**src/rtl/aidp_pkg.sv**
```systemverilog
`timescale 1ns / 1ps
package aidp_pkg;

	localparam int unsigned MagW = 31;
	localparam int unsigned ValueW = 32;
	localparam int unsigned StatusW = 3;
	localparam int unsigned OutTdataW = 40;

	localparam logic [7:0] CharMinus = 8'h2D;
	localparam logic [7:0] CharPlus = 8'h2B;
	localparam logic [7:0] CharDot = 8'h2E;
	localparam logic [7:0] CharLowF = 8'h66;
	localparam logic [7:0] CharUpF = 8'h46;
	localparam logic [7:0] CharZero = 8'h30;
	localparam logic [7:0] CharNine = 8'h39;
	localparam logic [7:0] CharSpace = 8'h20;
	localparam logic [7:0] CharTab = 8'h09;
	localparam logic [7:0] CharCr = 8'h0D;

	// largest magnitude that is still in range
	localparam logic [34:0] MagLimit = 35'h0_7FFF_FFFF;

	typedef enum logic [5:0] {
		PH_LEAD  = 6'b000001,
		PH_SIGN  = 6'b000010,
		PH_INT   = 6'b000100,
		PH_FRAC  = 6'b001000,
		PH_FEND  = 6'b010000,
		PH_TRAIL = 6'b100000
	} phase_t;

	typedef enum logic [StatusW-1:0] {
		ST_OK    = 3'd0,
		ST_EMPTY = 3'd1,
		ST_NODIG = 3'd2,
		ST_INVAL = 3'd3,
		ST_RANGE = 3'd4
	} status_t;

	typedef struct packed {
		phase_t           phase;
		logic             negative;
		logic [MagW-1:0]  magnitude;
		status_t          err;
	} parse_state_t;

	typedef struct packed {
		logic [ValueW-1:0] value;
		status_t           status;
	} parse_result_t;

	localparam parse_state_t StateInit = '{
		phase: PH_LEAD, negative: 1'b0, magnitude: '0, err: ST_OK
	};

endpackage

```
**src/rtl/aidp_step.sv**
```systemverilog
`timescale 1ns / 1ps
module aidp_step
	import aidp_pkg::*;
(
	input  parse_state_t  cur,
	input  logic [7:0]    char_code,
	input  logic          last,
	output parse_state_t  nxt,
	output parse_result_t result
);

	logic          is_space;
	logic          is_digit;
	logic          is_f;
	logic [34:0]   mag_x10;
	logic [34:0]   mag_sum;
	logic          mag_over;
	parse_state_t  upd;

	always_comb begin
		is_space = (char_code == CharSpace) || (char_code inside {[CharTab:CharCr]});
		is_digit = char_code inside {[CharZero:CharNine]};
		is_f     = (char_code == CharLowF) || (char_code == CharUpF);
	end

	// magnitude * 10 + digit, wide enough to see any overflow
	always_comb begin
		mag_x10  = {1'b0, cur.magnitude, 3'b000} + {3'b000, cur.magnitude, 1'b0};
		mag_sum  = mag_x10 + {31'd0, char_code[3:0] - CharZero[3:0]};
		mag_over = mag_sum > MagLimit;
	end

	always_comb begin
		upd = cur;
		if (cur.err == ST_OK) begin
			case (cur.phase)
				PH_LEAD: begin
					if (is_space) begin
						upd.phase = PH_LEAD;
					end else if (char_code == CharMinus) begin
						upd.negative = 1'b1;
						upd.phase = PH_SIGN;
					end else if (char_code == CharPlus) begin
						upd.phase = PH_SIGN;
					end else if (is_digit) begin
						upd.phase = PH_INT;
						if (mag_over) upd.err = ST_RANGE;
						else upd.magnitude = mag_sum[MagW-1:0];
					end else begin
						upd.err = ST_NODIG;
					end
				end
				PH_SIGN: begin
					if (is_digit) begin
						upd.phase = PH_INT;
						if (mag_over) upd.err = ST_RANGE;
						else upd.magnitude = mag_sum[MagW-1:0];
					end else begin
						upd.err = ST_NODIG;
					end
				end
				PH_INT: begin
					if (is_digit) begin
						if (mag_over) upd.err = ST_RANGE;
						else upd.magnitude = mag_sum[MagW-1:0];
					end else if (char_code == CharDot) begin
						upd.phase = PH_FRAC;
					end else if (is_f) begin
						upd.phase = PH_FEND;
					end else if (is_space) begin
						upd.phase = PH_TRAIL;
					end else begin
						upd.err = ST_INVAL;
					end
				end
				PH_FRAC: begin
					// drop fraction digits
					if (is_digit) begin
						upd.phase = PH_FRAC;
					end else if (is_f) begin
						upd.phase = PH_FEND;
					end else if (is_space) begin
						upd.phase = PH_TRAIL;
					end else begin
						upd.err = ST_INVAL;
					end
				end
				PH_FEND, PH_TRAIL: begin
					if (is_space) upd.phase = PH_TRAIL;
					else upd.err = ST_INVAL;
				end
				default: begin
					upd.err = ST_INVAL;
				end
			endcase
		end
	end

	always_comb begin
		if (upd.err != ST_OK) result.status = upd.err;
		else if (upd.phase == PH_LEAD) result.status = ST_EMPTY;
		else if (upd.phase == PH_SIGN) result.status = ST_NODIG;
		else result.status = ST_OK;

		if (result.status != ST_OK) result.value = '0;
		else if (upd.negative) result.value = ValueW'(0) - {1'b0, upd.magnitude};
		else result.value = {1'b0, upd.magnitude};

		nxt = last ? StateInit : upd;
	end

endmodule

```
**src/rtl/ascii_decimal_to_int_parser.sv**
```systemverilog
`timescale 1ns / 1ps
// ASCII decimal string to signed 32-bit integer.
//
// Input channel (s_*): one character per beat in s_tdata, s_tlast high on
// the final character of a string. Output channel (m_*): one beat per
// string, carrying value and status, sent for the beat that had s_tlast.
// Status: 0 ok, 1 empty, 2 no digits, 3 invalid character, 4 out of range;
// value is zero unless status is ok. Magnitudes above 2147483647 are out of
// range for either sign, so -2147483648 reports status 4.
//
// A result appears on m_tvalid after its last character is accepted: the
// input register loads at the accepting edge, and the result register
// loads from it once free. Throughput: one character per cycle unless a
// last character waits on a stuck result, set by the combinational parse
// step between the input register and the parse state / result registers.
//
// Reset (arst_n low) empties both registers and returns the parse state to
// the start of a string. When the receiver holds m_tready low, the result
// register holds; characters that produce no result keep flowing, and only
// a second last character waits in the input register until the result
// register frees.
module ascii_decimal_to_int_parser
	import aidp_pkg::*;
(
	input  logic                 clk,
	input  logic                 arst_n,
	input  logic                 s_tvalid,
	output logic                 s_tready,
	input  logic [7:0]           s_tdata,   // [7:0] char_code
	input  logic                 s_tlast,
	output logic                 m_tvalid,
	input  logic                 m_tready,
	output logic [OutTdataW-1:0] m_tdata    // [31:0] value, [34:32] status, [39:35] zero
);

	logic          valid_s1;
	logic [7:0]    char_s1;
	logic          last_s1;
	logic          go_s1;
	parse_state_t  state_q;
	parse_state_t  state_nxt;
	parse_result_t result_nxt;
	parse_result_t result_q;
	logic          out_valid_q;

	// advance stage 1 unless it holds a last character and the result is stuck
	assign go_s1    = valid_s1 && !(last_s1 && out_valid_q && !m_tready);
	assign s_tready = !valid_s1 || go_s1;

	always_ff @(posedge clk or negedge arst_n) begin
		if (!arst_n) begin
			valid_s1 <= 1'b0;
		end else if (s_tready) begin
			valid_s1 <= s_tvalid;
		end
	end

	always_ff @(posedge clk) begin
		if (s_tready && s_tvalid) begin
			char_s1 <= s_tdata;
			last_s1 <= s_tlast;
		end
	end

	aidp_step u_step (
		.cur       (state_q),
		.char_code (char_s1),
		.last      (last_s1),
		.nxt       (state_nxt),
		.result    (result_nxt)
	);

	// parse state follows each consumed character, back to start after last
	always_ff @(posedge clk or negedge arst_n) begin
		if (!arst_n) begin
			state_q <= StateInit;
		end else if (go_s1) begin
			state_q <= state_nxt;
		end
	end

	always_ff @(posedge clk or negedge arst_n) begin
		if (!arst_n) begin
			out_valid_q <= 1'b0;
		end else if (go_s1 && last_s1) begin
			out_valid_q <= 1'b1;
		end else if (m_tready) begin
			out_valid_q <= 1'b0;
		end
	end

	always_ff @(posedge clk) begin
		if (go_s1 && last_s1) begin
			result_q <= result_nxt;
		end
	end

	assign m_tvalid = out_valid_q;
	assign m_tdata  = {5'b00000, result_q.status, result_q.value};

endmodule

```
**config.mk**
```make
export PLATFORM = sky130hd
export DESIGN_NAME = ascii_decimal_to_int_parser
export DESIGN_NICKNAME = d
export VERILOG_FILES = /design/src/rtl/aidp_pkg.sv /design/src/rtl/aidp_step.sv /design/src/rtl/ascii_decimal_to_int_parser.sv
export SDC_FILE = /design/constraint.sdc
export NUM_CORES = 1
export LEC_CHECK = 0
export ABC_AREA = 0
export BUFFER_PORTS_ARGS = -buffer_cell sky130_fd_sc_hd__buf_2
export CAP_MARGIN = 20
export CORE_ASPECT_RATIO = 0.9
export CORE_MARGIN = 4
export CORE_UTILIZATION = 35
export CTS_BUF_LIST = sky130_fd_sc_hd__clkbuf_4 sky130_fd_sc_hd__clkbuf_8
export CTS_CLUSTER_DIAMETER = 50
export DETAILED_ROUTE_END_ITERATION = 8
export SYNTH_ARGS = -nofsm -noshare
export SYNTH_HDL_FRONTEND = slang
export SYNTH_SLANG_ARGS = --single-unit
```
**constraint.sdc**
```tcl
create_clock -name clk -period 5.1 [get_ports clk]
set_clock_uncertainty 0.2 [all_clocks]
set_input_delay 0.765 -clock clk [delete_from_list [all_inputs] [get_ports clk]]
set_output_delay 0.765 -clock clk [all_outputs]
set_load 0.03 [all_outputs]
```
## Word level (Yosys, flattened, before mapping)

Cells that the tools add are included.

| storage, ports and cells | value |
|---|---|
| bits in registers | 87 |
| word-level logic and storage cells | 88 |
| input bits | 13 |
| output and inout bits | 42 |

| cells by class | value |
|---|---|
| $add $sub $neg | 3 |
| $lt $le $gt $ge | 5 |
| eq/ne operators | 14 |
| reductions and logical operators | 20 |
| bitwise logic cells | 1 |
| muxes and demuxes | 34 |

Operators by type and width:

| kind | number |
|---|---|
| 31-bit 2-to-1 mux | 3 |
| 41-bit 2-to-1 mux | 2 |
| 34-bit 2-to-1 mux | 2 |
| 31-bit case mux with 2 select lines | 1 |
| 6-bit 2-to-1 mux | 9 |
| 34-bit by 32-bit adder with 35-bit output | 1 |
| 35-bit by 4-bit adder with 35-bit output | 1 |
| 35-bit by 31-bit greater-than comparator with 1-bit output, second input constant | 1 |
| 35-bit 2-to-1 mux | 1 |
| 8-bit by 6-bit == test with 1-bit output, second input constant | 4 |
| 1-bit by 31-bit subtractor with 32-bit output, first input constant | 1 |
| 6-bit case mux with 5 select lines | 1 |
| 3-bit 2-to-1 mux | 9 |
| 8-bit by 7-bit == test with 1-bit output, second input constant | 2 |
| 3-bit case mux with 5 select lines | 1 |
| 6-bit by 1-bit == test with 1-bit output, second input constant | 2 |
| 6-bit by 2-bit == test with 1-bit output, second input constant | 2 |
| 8-bit by 4-bit >= comparator with 1-bit output, second input constant | 1 |
| 8-bit by 6-bit >= comparator with 1-bit output, second input constant | 1 |
| 8-bit by 4-bit less-or-equal comparator with 1-bit output, second input constant | 1 |
| 8-bit by 6-bit less-or-equal comparator with 1-bit output, second input constant | 1 |
| 1-bit logical AND | 7 |
| 6-bit by 3-bit == test with 1-bit output, second input constant | 1 |
| 6-bit by 4-bit == test with 1-bit output, second input constant | 1 |
| 11 further kinds | 21 |

## Depth between registers and ports, before layout

| logic depth | value |
|---|---|
| word-level depth | 16 |
| mapped depth | 20 |
| mapped depth without buffers | 20 |

## By module

Synthesis repeated with hierarchy kept, for this count alone.

| unflattened totals | value |
|---|---|
| cells, all modules | 998 |
| area, all modules | 8683.3 µm² |

By module, submodules not included:

| module | cells each | area each (µm²) | times used | sequential area each (µm²) |
|---|---|---|---|---|
| aidp_step | 704 | 4707.0 | 1 | 0.0 |
| ascii_decimal_to_int_parser | 294 | 3976.3 | 1 | 2398.6 |

## Least setup slack after synthesis

OpenSTA, ideal clock, no wires.

| timing path | value |
|---|---|
| path kind | reg-to-reg |
| start | register char_s1[3] |
| end | register result_q (netlist bit m_tdata[28]) (data pin) |
| cell stages (with the launch flop) | 20 |
| setup slack | -70 ps |
| period minus slack after synthesis | 5170 ps |
| data required time | 4646 ps |
| setup time | 254 ps |
| buffers on the path | 0 |
| data arrival time | 4716 ps |
| cells stage by stage | edfxtp_1 -> inv_1 -> fa_1 -> fa_1 -> nor2b_1 -> o211ai_1 -> a2111o_1 -> a211oi_1 -> nor2_1 -> a21o_1 -> or3_1 -> nor2_1 -> nand2_1 -> a22oi_1 -> ha_1 -> and3_1 -> and4_1 -> a21oi_1 -> xor2_1 -> nor2_1 |

| between the ends | value |
|---|---|
| word-level cells in the longest chain between the ends | 14 |
| elaborated cells between the ends (all ways) | 52 |
| classes of those cells | 2 x add/sub; 5 x order compare; 8 x eq/ne; 31 x mux; 6 x reduce/logical |

Ends and longest elaborated chain:

| item | line | RTL |
|---|---|---|
| start: declaration | ascii_decimal_to_int_parser.sv:37 | `logic [7:0] char_s1;` |
| start signal: assignment | ascii_decimal_to_int_parser.sv:60 | `char_s1 <= s_tdata;` |
| branches (longest 8 deep; another with 35-bit by 4-bit adder with 35-bit output) | - |  |
| 41-bit 2-to-1 mux * | aidp_step.sv:35 | `if (cur.err == ST_OK) begin` |
| branches (longest 5 deep; another with 1-bit by 31-bit subtractor with 32-bit output) | - |  |
| end signal: assignment | ascii_decimal_to_int_parser.sv:94 | `result_q <= result_nxt;` |
| end: declaration | ascii_decimal_to_int_parser.sv:43 | `parse_result_t result_q;` |

Every way passes the cells marked *.
A chain may end at the register's enable or synchronous reset.

## Worst setup path in the final report

| timing path | value |
|---|---|
| start | register state_q[19] (netlist bit) |
| end | register result_q (netlist bit m_tdata[16]) (data pin) |

| between the ends | value |
|---|---|
| word-level cells in the longest chain between the ends | 13 |
| elaborated cells between the ends (all ways) | 19 |
| classes of those cells | 3 x add/sub; 1 x order compare; 13 x mux; 2 x reduce/logical |

Ends and longest elaborated chain:

| item | line | RTL |
|---|---|---|
| start: declaration | ascii_decimal_to_int_parser.sv:40 | `parse_state_t state_q;` |
| start signal: assignment | ascii_decimal_to_int_parser.sv:76 | `state_q <= StateInit;` |
| start signal: assignment | ascii_decimal_to_int_parser.sv:78 | `state_q <= state_nxt;` |
| 34-bit by 32-bit adder with 35-bit output | aidp_step.sv:28 | `mag_x10 = {1'b0, cur.magnitude, 3'b000} + {3'b000, cur.magnitude, 1'b0};` |
| 35-bit by 4-bit adder with 35-bit output | aidp_step.sv:29 | `mag_sum = mag_x10 + {31'd0, char_code[3:0] - CharZero[3:0]};` |
| 35-bit by 31-bit greater-than comparator with 1-bit output | aidp_step.sv:30 | `mag_over = mag_sum > MagLimit;` |
| 3-bit 2-to-1 mux | aidp_step.sv:47, aidp_step.sv:56, aidp_step.sv:64 |  |
| 3-bit 2-to-1 mux | aidp_step.sv:45 | `end else if (is_digit) begin` |
| 34-bit 2-to-1 mux | aidp_step.sv:43 | `end else if (char_code == CharPlus) begin` |
| 34-bit 2-to-1 mux | aidp_step.sv:40 | `end else if (char_code == CharMinus) begin` |
| 35-bit 2-to-1 mux | aidp_step.sv:38 | `if (is_space) begin` |
| 3-bit case mux with 5 select lines | aidp_step.sv:36 | `case (cur.phase)` |
| 41-bit 2-to-1 mux * | aidp_step.sv:35 |  |
| branches (longest 3 deep; another with 1-bit by 31-bit subtractor with 32-bit output) | - |  |

Marks and branches as above.

==> impl_metrics.ini <==
[global_route]
grt_max_degree = 44
antenna_found_initial = 0
grt_usage = 0.188
grt_pass1_vias = 6665
overflow = 0
grt_pass1_wl_mm = 36.6

[cts]
h-tree-depth = 3
cts_tree = built
numCtsBuffers = 9
worstSkewPairLatency_ns = 0.38
clk_pin_slew_ns = 0.10
cts-root-buf = clkbuf_8
cts_buffer_depth = 2
cts_sinks = 87

[logic_synthesis]
syn_area_per_cell_um2 = 8.51
ys_warn_count = 0
synth_flop_cell = edfxtp_1
async_flop_share = 0.494
synth_edf_count = 44
yosysSeqAreaShare = 0.312
netlist_instances = 904
syn-cell-area_um2 = 7690
yosys.cell_types.count = 87
synth_seq_cells = 87

[setup_path]
startpoint_type = register
endpoint_kind = register
arrival_ns = 4.85
worstPathRequired_ns = 5.03
criticalPathCategory = register to register
cp_max_fo = 8

[detailed_routing]
wl_per_cell_um = 17.6
wirelength_mm = 23.1
antenna_left = 0
vias = 7326
drc = 0
drt_first_iter_violations = 625
via_per_inst = 5.57
first_pass_iters = 5

[sta]
max-slew-margin-rel = 0.466
fmax_ghz = 0.203
setup_violations = 0
min_period_over_period = 0.964
slew_viol_final = 0
rsz0062_at_grt = true
fin_crit_ns = 4.92
tightest_slew_ns = 0.791
final_hold_viol_count = 0

[job]
maxCapViolCount = 0

[power_and_ir_drop]
power_density_nw_per_um2 = 209
p_int_mw = 1.25
switchingPower_uw = 673
switching_share = 0.350
finalPower_mw = 1.93
p_leak_nw = 3.93
p_seq_frac = 0.420
combPwrFrac = 0.307
peakVddDrop_uv = 162
p_clk_frac = 0.273

[floorplan]
dieWidth_um = 164
row_count = 51
die_h_um = 149
num_io_pins = 55
start_util = 0.355
core_um2 = 21600
die_area_um2 = 24400

[cells_and_area]
final_util = 0.425
drive_above_1_share = 0.230
nets = 1096
fillCellCount = 2140
area_delta_synth_final_pct = 19.6
fin_area_um2 = 9190
diodes = 0

[worst_hold_path]
hold_class = primary input to async pin

[placement]
port_buffers = 49
dpl.hpwl_mm = 18.1
gp_congestion = 0.919
place_area_um2 = 8740

[run_status]
status = finished, final reports clean
## routing by layer
layer / share of wire / vias up / GRT usage
li1: - / 3568 / -
met1: 0.49 / 3457 / 0.297
met5: 0 / - / 0
met2: 0.42 / 272 / 0.271
met3: 0.064 / 29 / 0.0163
met4: 0.018 / 0 / 0.0562
## flip-flops by register name, summed over array words and instances, names as in the netlist
register	count
char_s1	8
last_s1	1
m_tdata	35
m_tvalid	1
state_q	41
valid_s1	1
## metrics by stage
stage / setup TNS [ns] / hold slack [ns] / cells / setup WS, ns
finish: 0 / 0.264 / 1315 / 0.183
detailed placement: 0 / 0.352 / 1291 / 0.00779
floorplan: 0 / 0.269 / 908 / 0.00541
global placement: 0 / 0.343 / 1291 / 0.115
CTS: 0 / 0.289 / 1307 / 0.0156
global route: -0.102 / 0.291 / 1315 / -0.0470
## power by group through the flow
stage	combinational, mW	clock [mW]	sequential, mW
5_1_grt	0.648	0.567	0.813
3_5_place_dp	0.566	0	0.824
6_report	0.590	0.526	0.809
2_1_floorplan	0.385	0	0.850
4_1_cts	0.570	0.538	0.809
3_3_place_gp	0.568	0	0.823
## cells in the mapped netlist (all sizes together), types with 13 or more instances
cell / instances / area (um2)
nor4: 13 / 96.3
xor2: 30 / 263
nor3: 28 / 145
edfxtp: 44 / 1320
nand2: 94 / 353
a31oi: 13 / 87.6
buf: 21 / 159
inv: 23 / 86.3
nand4: 13 / 81.3
a21oi: 70 / 362
ha: 62 / 776
clkbuf: 22 / 83.8
nand3: 21 / 105
o21ai: 71 / 359
nor2: 107 / 402
mux2i: 24 / 240
xnor2: 22 / 193
dfrtp: 42 / 1050
a21o: 17 / 128
## cells by family after synthesis
kind of cell,share of synthesized area
fa+ha+maj,0.106
flops,0.312
mux,0.0371
xor+xnor,0.0592
compound gates,0.219
buf+inv,0.0428
other cells,0.000488
simple gates,0.223
## what timing repair did
action / CTS / global route
setup endpoints to repair: 3 / 30
buffers inserted: 0 / 8
hold buffers: 0 / 0
resized for setup: 1 / 45
pin swaps: 0 / 22
## critical path, cell delays in order (launching register included)
cell and delay, ns:
dfrtp_1 0.47, ha_1 0.32, ha_1 0.46, nand4_1 0.17, or3_1 0.40, or4_4 0.53
a31oi_2 0.16, o21ai_1 0.11, or3_4 0.42, nor2_4 0.13, nand2_2 0.08, a22oi_2 0.20
ha_2 0.24, nand3_2 0.08, nor3_2 0.19, buf_4 0.16, a31o_2 0.15, xnor2_1 0.12
nor2_1 0.06
## layout make-up
type | instances | area [um2] | area share
Timing Repair Buffer | 143 | 955 | 0.104
Clock buffer | 11 | 151 | 0.0165
Sequential cell | 87 | 2400 | 0.261
Inverter | 23 | 86.3 | 0.00939
Multi-Input combinational cell | 755 | 5170 | 0.562
Tap cell | 291 | 364 | 0.0396
Clock inverter | 5 | 63.8 | 0.00694
## path summary, 6_finish.rpt
kind / startpoint / to / slack (ns) / cells after the start
worst max-delay path: state_q[19]$_DFFE_PN0P_ / m_tdata[16]$_SDFFCE_PP0P_ / 0.18 / 18
worst min-delay path: arst_n / state_q[40]$_DFFE_PN0P_ / 0.26 / 2
max in group asynchronous: arst_n / state_q[28]$_DFFE_PN0P_ / 3.92 / 2
worst min register to register: state_q[32]$_DFFE_PN0P_ / state_q[32]$_DFFE_PN0P_ / 0.36 / 2
worst max register to register: state_q[19]$_DFFE_PN0P_ / m_tdata[16]$_SDFFCE_PP0P_ / 0.18 / 18
min in group clk: s_tlast / last_s1$_DFFE_PP_ / 0.36 / 1
## placed cells by master (no fill, tap or decap), types with 5 or more instances in the layout
| cell type | count |
|---|---|
| edfxtp_1 | 44 |
| o211ai_1 | 11 |
| dfrtp_1 | 39 |
| a31oi_1 | 9 |
| and2_1 | 8 |
| nor4_1 | 12 |
| buf_4 | 93 |
| or2_2 | 6 |
| nor3_1 | 25 |
| a21o_1 | 17 |
| o21a_1 | 8 |
| conb_1 | 5 |
| buf_2 | 49 |
| or3_1 | 7 |
| ha_1 | 55 |
| xnor2_1 | 22 |
| nor2_1 | 104 |
| o22ai_1 | 5 |
| clkbuf_8 | 11 |
| a211oi_1 | 7 |
| o21ai_2 | 5 |
| a21oi_1 | 65 |
| mux2i_1 | 23 |
| and3_1 | 6 |
| nand3_1 | 20 |
| nand2b_1 | 8 |
| inv_1 | 19 |
| nor2b_1 | 6 |
| o21ai_0 | 62 |
| xor2_1 | 30 |
| nand2_1 | 93 |
| nand4_1 | 13 |
Power figures use the tool's default switching activity.
